===== config.mk =====
export PLATFORM = sky130hd
export DESIGN_NAME = cpcr_ctrl
export DESIGN_NICKNAME = d
export VERILOG_FILES = /design/src/hdl/cpcr_pkg.sv /design/src/hdl/cpcr_ctrl.sv
export SDC_FILE = /design/constraint.sdc
export NUM_CORES = 1
export LEC_CHECK = 0
export ABC_CLOCK_PERIOD_IN_PS = 4310
export BUFFER_PORTS_ARGS = -buffer_cell sky130_fd_sc_hd__buf_2
export CORE_MARGIN = 8
export CORE_UTILIZATION = 54
export DETAILED_ROUTE_END_ITERATION = 6
export PLACE_DENSITY_LB_ADDON = 0.12
export SLEW_MARGIN = 5
export SYNTH_ARGS = -nofsm -noshare
export SYNTH_HDL_FRONTEND = slang
export SYNTH_SLANG_ARGS = --single-unit

===== constraint.sdc =====
create_clock -name clk_i -period 4.31 [get_ports clk_i]
set_input_delay 0.862 -clock clk_i [delete_from_list [all_inputs] [get_ports clk_i]]
set_output_delay 0.862 -clock clk_i [all_outputs]
set_load 0.01 [all_outputs]

===== src/hdl/cpcr_pkg.sv =====
`timescale 1ns / 1ps
`default_nettype none
// ----------------------------------------------------------------------------
// cpcr_pkg
// Shared types, constants and helpers of the circle pair collision resolver.
// ----------------------------------------------------------------------------
package cpcr_pkg;

  // Ball store geometry
  localparam int MAX_BALLS = 32;
  localparam int BALL_AW   = (MAX_BALLS > 1) ? $clog2(MAX_BALLS) : 1;
  localparam int CNT_W     = $clog2(MAX_BALLS + 1);
  localparam int IDX_W     = 5;

  // Arithmetic constants
  localparam logic [15:0] RESTITUTION_RST = 16'd13107;
  localparam logic [31:0] DIST_FLOOR      = 32'd7;
  localparam logic [16:0] ONE_Q16         = 17'h10000;
  localparam int          STEP_W          = 5;
  localparam int          SQRT_STEPS      = 32;
  localparam int          DIV_STEPS       = 31;

  // Stream widths
  localparam int S_TDATA_W = 160;
  localparam int M_TDATA_W = 136;

  // Input item kinds
  typedef enum logic [1:0] {
    CMD_LOAD_A  = 2'd0,
    CMD_LOAD_B  = 2'd1,
    CMD_RESOLVE = 2'd2
  } cmd_e;

  // One stored ball, px in the lowest bits
  typedef struct packed {
    logic [30:0] r;
    logic [31:0] vy;
    logic [31:0] vx;
    logic [31:0] py;
    logic [31:0] px;
  } ball_t;

  localparam int BALL_W = $bits(ball_t);

  // Datapath micro-operations
  typedef enum logic [4:0] {
    OP_NONE,
    OP_LOAD_A,
    OP_LOAD_B,
    OP_DIFF,
    OP_SQX,
    OP_SQY,
    OP_RSQ,
    OP_SQRT_INIT,
    OP_SQRT,
    OP_DIV_INIT,
    OP_DIV,
    OP_NORM,
    OP_CX,
    OP_CY,
    OP_POS,
    OP_T1,
    OP_T2,
    OP_MAG,
    OP_MAGR,
    OP_IX,
    OP_IY,
    OP_VEL,
    OP_EMIT
  } dp_op_e;

  // Controller states
  typedef enum logic [4:0] {
    ST_IDLE,
    ST_RD_A,
    ST_LD_A,
    ST_RD_B,
    ST_LD_B,
    ST_DIFF,
    ST_SQX,
    ST_SQY,
    ST_RSQ,
    ST_CMP,
    ST_SQRT,
    ST_DIVI,
    ST_DIV,
    ST_NORM,
    ST_CX,
    ST_CY,
    ST_POS,
    ST_T1,
    ST_T2,
    ST_MAG,
    ST_MAGR,
    ST_IX,
    ST_IY,
    ST_VEL,
    ST_WR_B,
    ST_WR_A,
    ST_EM_RD,
    ST_EM_LD,
    ST_EM_OUT
  } state_e;

  // Controller to datapath
  typedef struct packed {
    dp_op_e             op;
    logic               wr_a;
    logic               wr_b;
    logic               wr_src_in;
    logic [BALL_AW-1:0] addr_a;
    logic [BALL_AW-1:0] addr_b;
    logic               out_body;
    logic [BALL_AW-1:0] out_idx;
    logic               out_last;
  } dp_cmd_t;

  // Datapath to controller
  typedef struct packed {
    logic far;
    logic no_ovl;
    logic sep;
  } dp_status_t;

  // Clamp to the signed 32 bit range
  function automatic logic [31:0] sat32(input logic signed [36:0] v);
    logic [31:0] res;
    if (v > 37'sh0_7FFF_FFFF) begin
      res = 32'h7FFF_FFFF;
    end else if (v < -37'sh0_8000_0000) begin
      res = 32'h8000_0000;
    end else begin
      res = v[31:0];
    end
    return res;
  endfunction

  // Magnitude with a sign attached
  function automatic logic signed [35:0] sgn36(input logic [34:0] m, input logic neg);
    logic signed [35:0] s;
    s = $signed({1'b0, m});
    return neg ? -s : s;
  endfunction

endpackage
`default_nettype wire


===== src/hdl/cpcr_ctrl.sv =====
`timescale 1ns / 1ps
`default_nettype none
// ----------------------------------------------------------------------------
// cpcr_ctrl
// Sequencer: loads, pair walk with per-pair micro-steps, and result output.
// ----------------------------------------------------------------------------
module cpcr_ctrl (
  input  wire logic                 clk_i,
  input  wire logic                 rst_ni,
  input  wire logic                 in_valid_i,
  input  wire logic [1:0]           in_cmd_i,
  output logic                      in_ready_o,
  output logic                      out_valid_o,
  input  wire logic                 out_ready_i,
  input  wire cpcr_pkg::dp_status_t status_i,
  output cpcr_pkg::dp_cmd_t         cmd_o
);
  import cpcr_pkg::*;

  state_e             state_q, state_d;
  logic [CNT_W-1:0]   a_cnt_q, a_cnt_d, b_cnt_q, b_cnt_d;
  logic [BALL_AW-1:0] i_q, i_d, j_q, j_d, em_idx_q, em_idx_d;
  logic               em_body_q, em_body_d;
  logic [STEP_W-1:0]  step_q, step_d;
  logic               valid_q, valid_d;
  logic               a_end, b_end, em_last;

  // State and counters
  always_ff @(posedge clk_i or negedge rst_ni) begin
    if (!rst_ni) begin
      state_q   <= ST_IDLE;
      a_cnt_q   <= '0;
      b_cnt_q   <= '0;
      i_q       <= '0;
      j_q       <= '0;
      em_idx_q  <= '0;
      em_body_q <= 1'b0;
      step_q    <= '0;
      valid_q   <= 1'b0;
    end else begin
      state_q   <= state_d;
      a_cnt_q   <= a_cnt_d;
      b_cnt_q   <= b_cnt_d;
      i_q       <= i_d;
      j_q       <= j_d;
      em_idx_q  <= em_idx_d;
      em_body_q <= em_body_d;
      step_q    <= step_d;
      valid_q   <= valid_d;
    end
  end

  assign a_end   = (CNT_W'(i_q) + CNT_W'(1)) == a_cnt_q;
  assign b_end   = (CNT_W'(j_q) + CNT_W'(1)) == b_cnt_q;
  assign em_last = em_body_q ? ((CNT_W'(em_idx_q) + CNT_W'(1)) == b_cnt_q)
                             : (((CNT_W'(em_idx_q) + CNT_W'(1)) == a_cnt_q) &&
                                (b_cnt_q == '0));

  assign in_ready_o  = (state_q == ST_IDLE);
  assign out_valid_o = valid_q;

  // Next state and commands
  always_comb begin
    state_d   = state_q;
    a_cnt_d   = a_cnt_q;
    b_cnt_d   = b_cnt_q;
    i_d       = i_q;
    j_d       = j_q;
    em_idx_d  = em_idx_q;
    em_body_d = em_body_q;
    step_d    = step_q;
    valid_d   = valid_q;

    cmd_o           = '0;
    cmd_o.op        = OP_NONE;
    cmd_o.addr_a    = i_q;
    cmd_o.addr_b    = j_q;
    cmd_o.out_body  = em_body_q;
    cmd_o.out_idx   = em_idx_q;
    cmd_o.out_last  = em_last;

    case (state_q)
      ST_IDLE: begin
        if (in_valid_i) begin
          case (in_cmd_i)
            CMD_LOAD_A: begin
              if (a_cnt_q < CNT_W'(MAX_BALLS)) begin
                cmd_o.wr_a      = 1'b1;
                cmd_o.wr_src_in = 1'b1;
                cmd_o.addr_a    = a_cnt_q[BALL_AW-1:0];
                a_cnt_d         = a_cnt_q + CNT_W'(1);
              end
            end
            CMD_LOAD_B: begin
              if (b_cnt_q < CNT_W'(MAX_BALLS)) begin
                cmd_o.wr_b      = 1'b1;
                cmd_o.wr_src_in = 1'b1;
                cmd_o.addr_b    = b_cnt_q[BALL_AW-1:0];
                b_cnt_d         = b_cnt_q + CNT_W'(1);
              end
            end
            CMD_RESOLVE: begin
              i_d       = '0;
              j_d       = '0;
              em_idx_d  = '0;
              em_body_d = (a_cnt_q == '0);
              if (a_cnt_q == '0 && b_cnt_q == '0) begin
                state_d = ST_IDLE;
              end else if (a_cnt_q == '0 || b_cnt_q == '0) begin
                state_d = ST_EM_RD;
              end else begin
                state_d = ST_RD_A;
              end
            end
            default: ;
          endcase
        end
      end
      // Fetch working balls
      ST_RD_A: state_d = ST_LD_A;
      ST_LD_A: begin cmd_o.op = OP_LOAD_A; state_d = ST_RD_B; end
      ST_RD_B: state_d = ST_LD_B;
      ST_LD_B: begin cmd_o.op = OP_LOAD_B; state_d = ST_DIFF; end
      // Overlap test
      ST_DIFF: begin cmd_o.op = OP_DIFF; state_d = ST_SQX; end
      ST_SQX: begin
        cmd_o.op = OP_SQX;
        state_d  = status_i.far ? ST_WR_B : ST_SQY;
      end
      ST_SQY: begin cmd_o.op = OP_SQY; state_d = ST_RSQ; end
      ST_RSQ: begin cmd_o.op = OP_RSQ; state_d = ST_CMP; end
      ST_CMP: begin
        cmd_o.op = OP_SQRT_INIT;
        step_d   = '0;
        state_d  = status_i.no_ovl ? ST_WR_B : ST_SQRT;
      end
      // Distance, one result bit per cycle
      ST_SQRT: begin
        cmd_o.op = OP_SQRT;
        step_d   = step_q + STEP_W'(1);
        if (step_q == STEP_W'(SQRT_STEPS - 1)) begin
          state_d = ST_DIVI;
        end
      end
      // Normal, one quotient bit per cycle for both axes
      ST_DIVI: begin cmd_o.op = OP_DIV_INIT; step_d = '0; state_d = ST_DIV; end
      ST_DIV: begin
        cmd_o.op = OP_DIV;
        step_d   = step_q + STEP_W'(1);
        if (step_q == STEP_W'(DIV_STEPS - 1)) begin
          state_d = ST_NORM;
        end
      end
      // Position correction
      ST_NORM: begin cmd_o.op = OP_NORM; state_d = ST_CX;  end
      ST_CX:   begin cmd_o.op = OP_CX;   state_d = ST_CY;  end
      ST_CY:   begin cmd_o.op = OP_CY;   state_d = ST_POS; end
      ST_POS:  begin cmd_o.op = OP_POS;  state_d = ST_T1;  end
      // Impulse
      ST_T1:   begin cmd_o.op = OP_T1;   state_d = ST_T2;  end
      ST_T2:   begin cmd_o.op = OP_T2;   state_d = ST_MAG; end
      ST_MAG: begin
        cmd_o.op = OP_MAG;
        state_d  = status_i.sep ? ST_WR_B : ST_MAGR;
      end
      ST_MAGR: begin cmd_o.op = OP_MAGR; state_d = ST_IX;  end
      ST_IX:   begin cmd_o.op = OP_IX;   state_d = ST_IY;  end
      ST_IY:   begin cmd_o.op = OP_IY;   state_d = ST_VEL; end
      ST_VEL:  begin cmd_o.op = OP_VEL;  state_d = ST_WR_B; end
      // Write back and advance the pair walk
      ST_WR_B: begin
        cmd_o.wr_b = 1'b1;
        if (b_end) begin
          j_d     = '0;
          state_d = ST_WR_A;
        end else begin
          j_d     = j_q + BALL_AW'(1);
          state_d = ST_RD_B;
        end
      end
      ST_WR_A: begin
        cmd_o.wr_a = 1'b1;
        if (a_end) begin
          state_d = ST_EM_RD;
        end else begin
          i_d     = i_q + BALL_AW'(1);
          state_d = ST_RD_A;
        end
      end
      // Result output
      ST_EM_RD: begin
        cmd_o.addr_a = em_idx_q;
        cmd_o.addr_b = em_idx_q;
        state_d      = ST_EM_LD;
      end
      ST_EM_LD: begin
        cmd_o.op = OP_EMIT;
        valid_d  = 1'b1;
        state_d  = ST_EM_OUT;
      end
      ST_EM_OUT: begin
        if (out_ready_i) begin
          valid_d = 1'b0;
          if (em_last) begin
            a_cnt_d = '0;
            b_cnt_d = '0;
            state_d = ST_IDLE;
          end else begin
            if (!em_body_q && ((CNT_W'(em_idx_q) + CNT_W'(1)) == a_cnt_q)) begin
              em_body_d = 1'b1;
              em_idx_d  = '0;
            end else begin
              em_idx_d  = em_idx_q + BALL_AW'(1);
            end
            state_d = ST_EM_RD;
          end
        end
      end
      default: state_d = ST_IDLE;
    endcase
  end

endmodule
`default_nettype wire

==> results.md <==
* RSZ-0062 raised after global routing: false
* IO Port Bufs at 35
* Layout Nets at 442
* Crit path max-delay cell type: or4_1
* Int Pwr at ~1300 µW
* Chip Height at about 95 µm
* Maximum VDD drop at around 360 µV
* First-pass GRT wire length at roughly 15 mm
* EDFF count, synth at 0
* Crit path DAT at about 2700 ps
* Clock transition at the registers of the reported paths at ~80 ps
* Crit-path max FO at 23
* CP cell instances: or4_1 > nand2_1 > nand2_1 > a221o_1 > buf_2
* Non-filler cells in the finished layout at 500
* Crit path capture type: output pin
* Clock Latency Late Sink at about 300 ps
* Slew @ Worst Pin at 916.1 ps
* TritonCTS buffer count at 5
* Final Wtd Congestion at 0.9219
* Top cells by area, synth: dfrtp_1 (29%), nand2_1 (4.3%), o21ai_0 (4.1%)
* Most used cell along the critical path: nand2_1
* Startpoint types: flip-flop
* Placement Rows at 29
* Most frequent cells in the layout: nand2_1 (39), dfrtp_1 (39), buf_2 (35), o21ai_0 (28), inv_1 (21)
* Psw at 1077 µW
* Initial antenna violation count at 0
* DRT Pass-1 Iters at 5
* Critical R2R Launch: em_idx_q[0]
* Slew HR at 38.93%
* Post-cts resize count at 0
* Gate power share at between 50% and 60%
* Mean Syn Cell Area at between 8 and 9 µm²
* Mapped Nets at between 400 and 500
* Antenna cells at 0
* Dpl hpwl at 6.383 mm
* Die Wd at 95.36 µm
* Cells after Synth at 411
* Yosys top cell area share at between 20% and 30%
* FMAX at 0.2819 GHz
* Final period utilization at approximately 80%
* Clk sinks at 39
* Slowest cell delay on critical path at 880 ps
* Switching Fraction at a little under half
* WS Path Type: flip-flop to output pin
* Number of global-route vias before repair at about 2900
* Clk buf depth at 2
* Initial Util at a little over half
* Final Hold Fails at 0
* Antenna Nets Post-Route at 0
* Post-layout min period at between 3000 and 4000 ps
* Core Region at approximately 6200 µm²
* Layout area overhead at 6.770%
* P per Cell Area at roughly 640 nW/µm²
* # Post-CTS Setup Buffers at 0
* Via Count at 3120
* # setup viols final at 0
* Worst hold start: out_valid_o
* First-iteration detailed-routing DRC count at between 200 and 300
* Mapped Area at around 3400 µm²
* Worst EP required at approximately 3500 ps
* Reg power frac at between 30% and 40%
* Hold crit path type: flip-flop to flip-flop
* Reg-to-reg slack, setup at approximately 1600 ps
* Gr usage total at between 20% and 30%
* Leak Pwr at approximately 0.0016 µW
* DRT Wirelength at roughly 8.8 mm
* Placed Instances at between 400 and 500
* H-tree depth at 2
* DIE AREA at 9094 µm²
* Hold-fix buffers, CTS at 0
* DR WL/cell at between 15 and 20 µm
* I/O pin count at 36
* Largest net degree at the start of global routing at 40
* Clock root cell: clkbuf_8
* Distinct cells, synth at between 60 and 70
* Post-route DRC at 0
* Ys async rst share at 100.0%
* Max-cap viol count at 0
* Routed vias/inst at 6.240
* Clock power share at 15.8%
* Synth area leader: dfrtp_1
* Ys Warns at 0
* Fin. max-slew vios at 0
* Sum Neg Setup Slack at 0 ps
* Status: finished, final reports clean
* Sequential fraction of the synthesis area at approximately 29%
* Grt ovf at 0
* Crit. Startpoint: state_q[3]
* Post-synth top flop: dfrtp_1
* TritonCTS clock tree: done
* #FFs+latches synth at 39
* Setup Skew at 6.574 ps
* Share of layout cells above drive strength 1 at about 16%
[state kept, by name, indices dropped and copies added, names as in the netlist]
name	cells
a_cnt_q	6
state_q	5
em_body_q	1
out_valid_o	1
step_q	5
i_q	5
j_q	5
b_cnt_q	6
em_idx_q	5
[layout make-up]
cell class	count	area, µm²
fill	569	2574
multi-input combinational	316	2140
sequential	39	975.9
timing repair buffer	38	197.7
tap	77	96.34
inverter	22	85.08
clock buffer	5	68.82
clock inverter	3	67.56
[power by group through the flow]
stage / registers [µW] / clock network (µW) / logic (µW)
5_1_grt: 742 / 395 / 1400
3_3_place_gp: 717 / 0 / 1220
3_5_place_dp: 717 / 0 / 1250
6_report: 716 / 370 / 1250
2_1_floorplan: 580 / 0 / 1000
4_1_cts: 710 / 376 / 1260
[synth_stat cells, types with 5 or more instances]
library cell,count
nand3_1,20
and2_1,5
xor2_1,16
and3_1,7
buf_6,5
nand2_1,39
a21oi_1,19
buf_4,7
a221o_1,6
ha_1,11
buf_2,7
mux2i_1,5
clkbuf_1,13
o21ai_1,8
inv_1,21
nand2b_1,9
o21ai_0,28
o31ai_1,5
xnor2_1,15
dfrtp_1,39
nor3_1,9
nor2_1,19
a31oi_1,5
nand4_1,9
nand3b_1,6
nor2b_1,7
[layer usage]
layer  global-route usage, %  share of wire, %  up-vias
met1                   25.79                44     1484
met2                   33.43                48      107
li1                        -                 -     1510
met3                   3.543               5.9       19
met5                       0                 0        -
met4                   7.282               2.2        0
[critical path: cells and delay by family, from the launching register on]
kind | cells | cell delay (ps)
flops | 1 | 620
compound gates | 1 | 400
simple gates | 3 | 1220
buf+inv | 1 | 150
[cells by family after synthesis]
| logic type | share of synthesized area [%] |
|---|---|
| adders and majority gates | 4.047 |
| DFF | 28.70 |
| xor gates and xnor gates | 9.603 |
| AOI/OAI and AO/OA | 22.33 |
| buffers and inverters | 8.389 |
| and+or+nand+nor | 25.02 |
| muxes | 1.913 |
[path summary, 6_finish.rpt]
kind                                to  depth (start not counted)
setup / recovery              cmd_o[7]                          5
hold / removal             out_valid_o                          2
setup reg to reg           em_idx_q[0]                          7
hold reg to reg            out_valid_o                          2
max in group asynchronous       i_q[0]                          1
min in group asynchronous   a_cnt_q[2]                          1
[per-stage QoR]
step / area (µm²) / setup WS (ps) / util, % / power (µW) / hold slack [ps]
final: 3631 / 762.5 / 58.52 / 2341 / 546.5
after floorplan: 3401 / 1428 / - / 1583 / 486.1
after global routing: 3631 / 609.1 / 58.52 / 2537 / 572.2
after detailed placement: 3495 / 1138 / 56.32 / 1966 / 534.9
after global placement: 3495 / 1162 / 56.32 / 1938 / 534.3
after CTS: 3631 / 804.2 / 58.52 / 2343 / 550.9
Note: power is estimated with default switching activity, not from simulation.
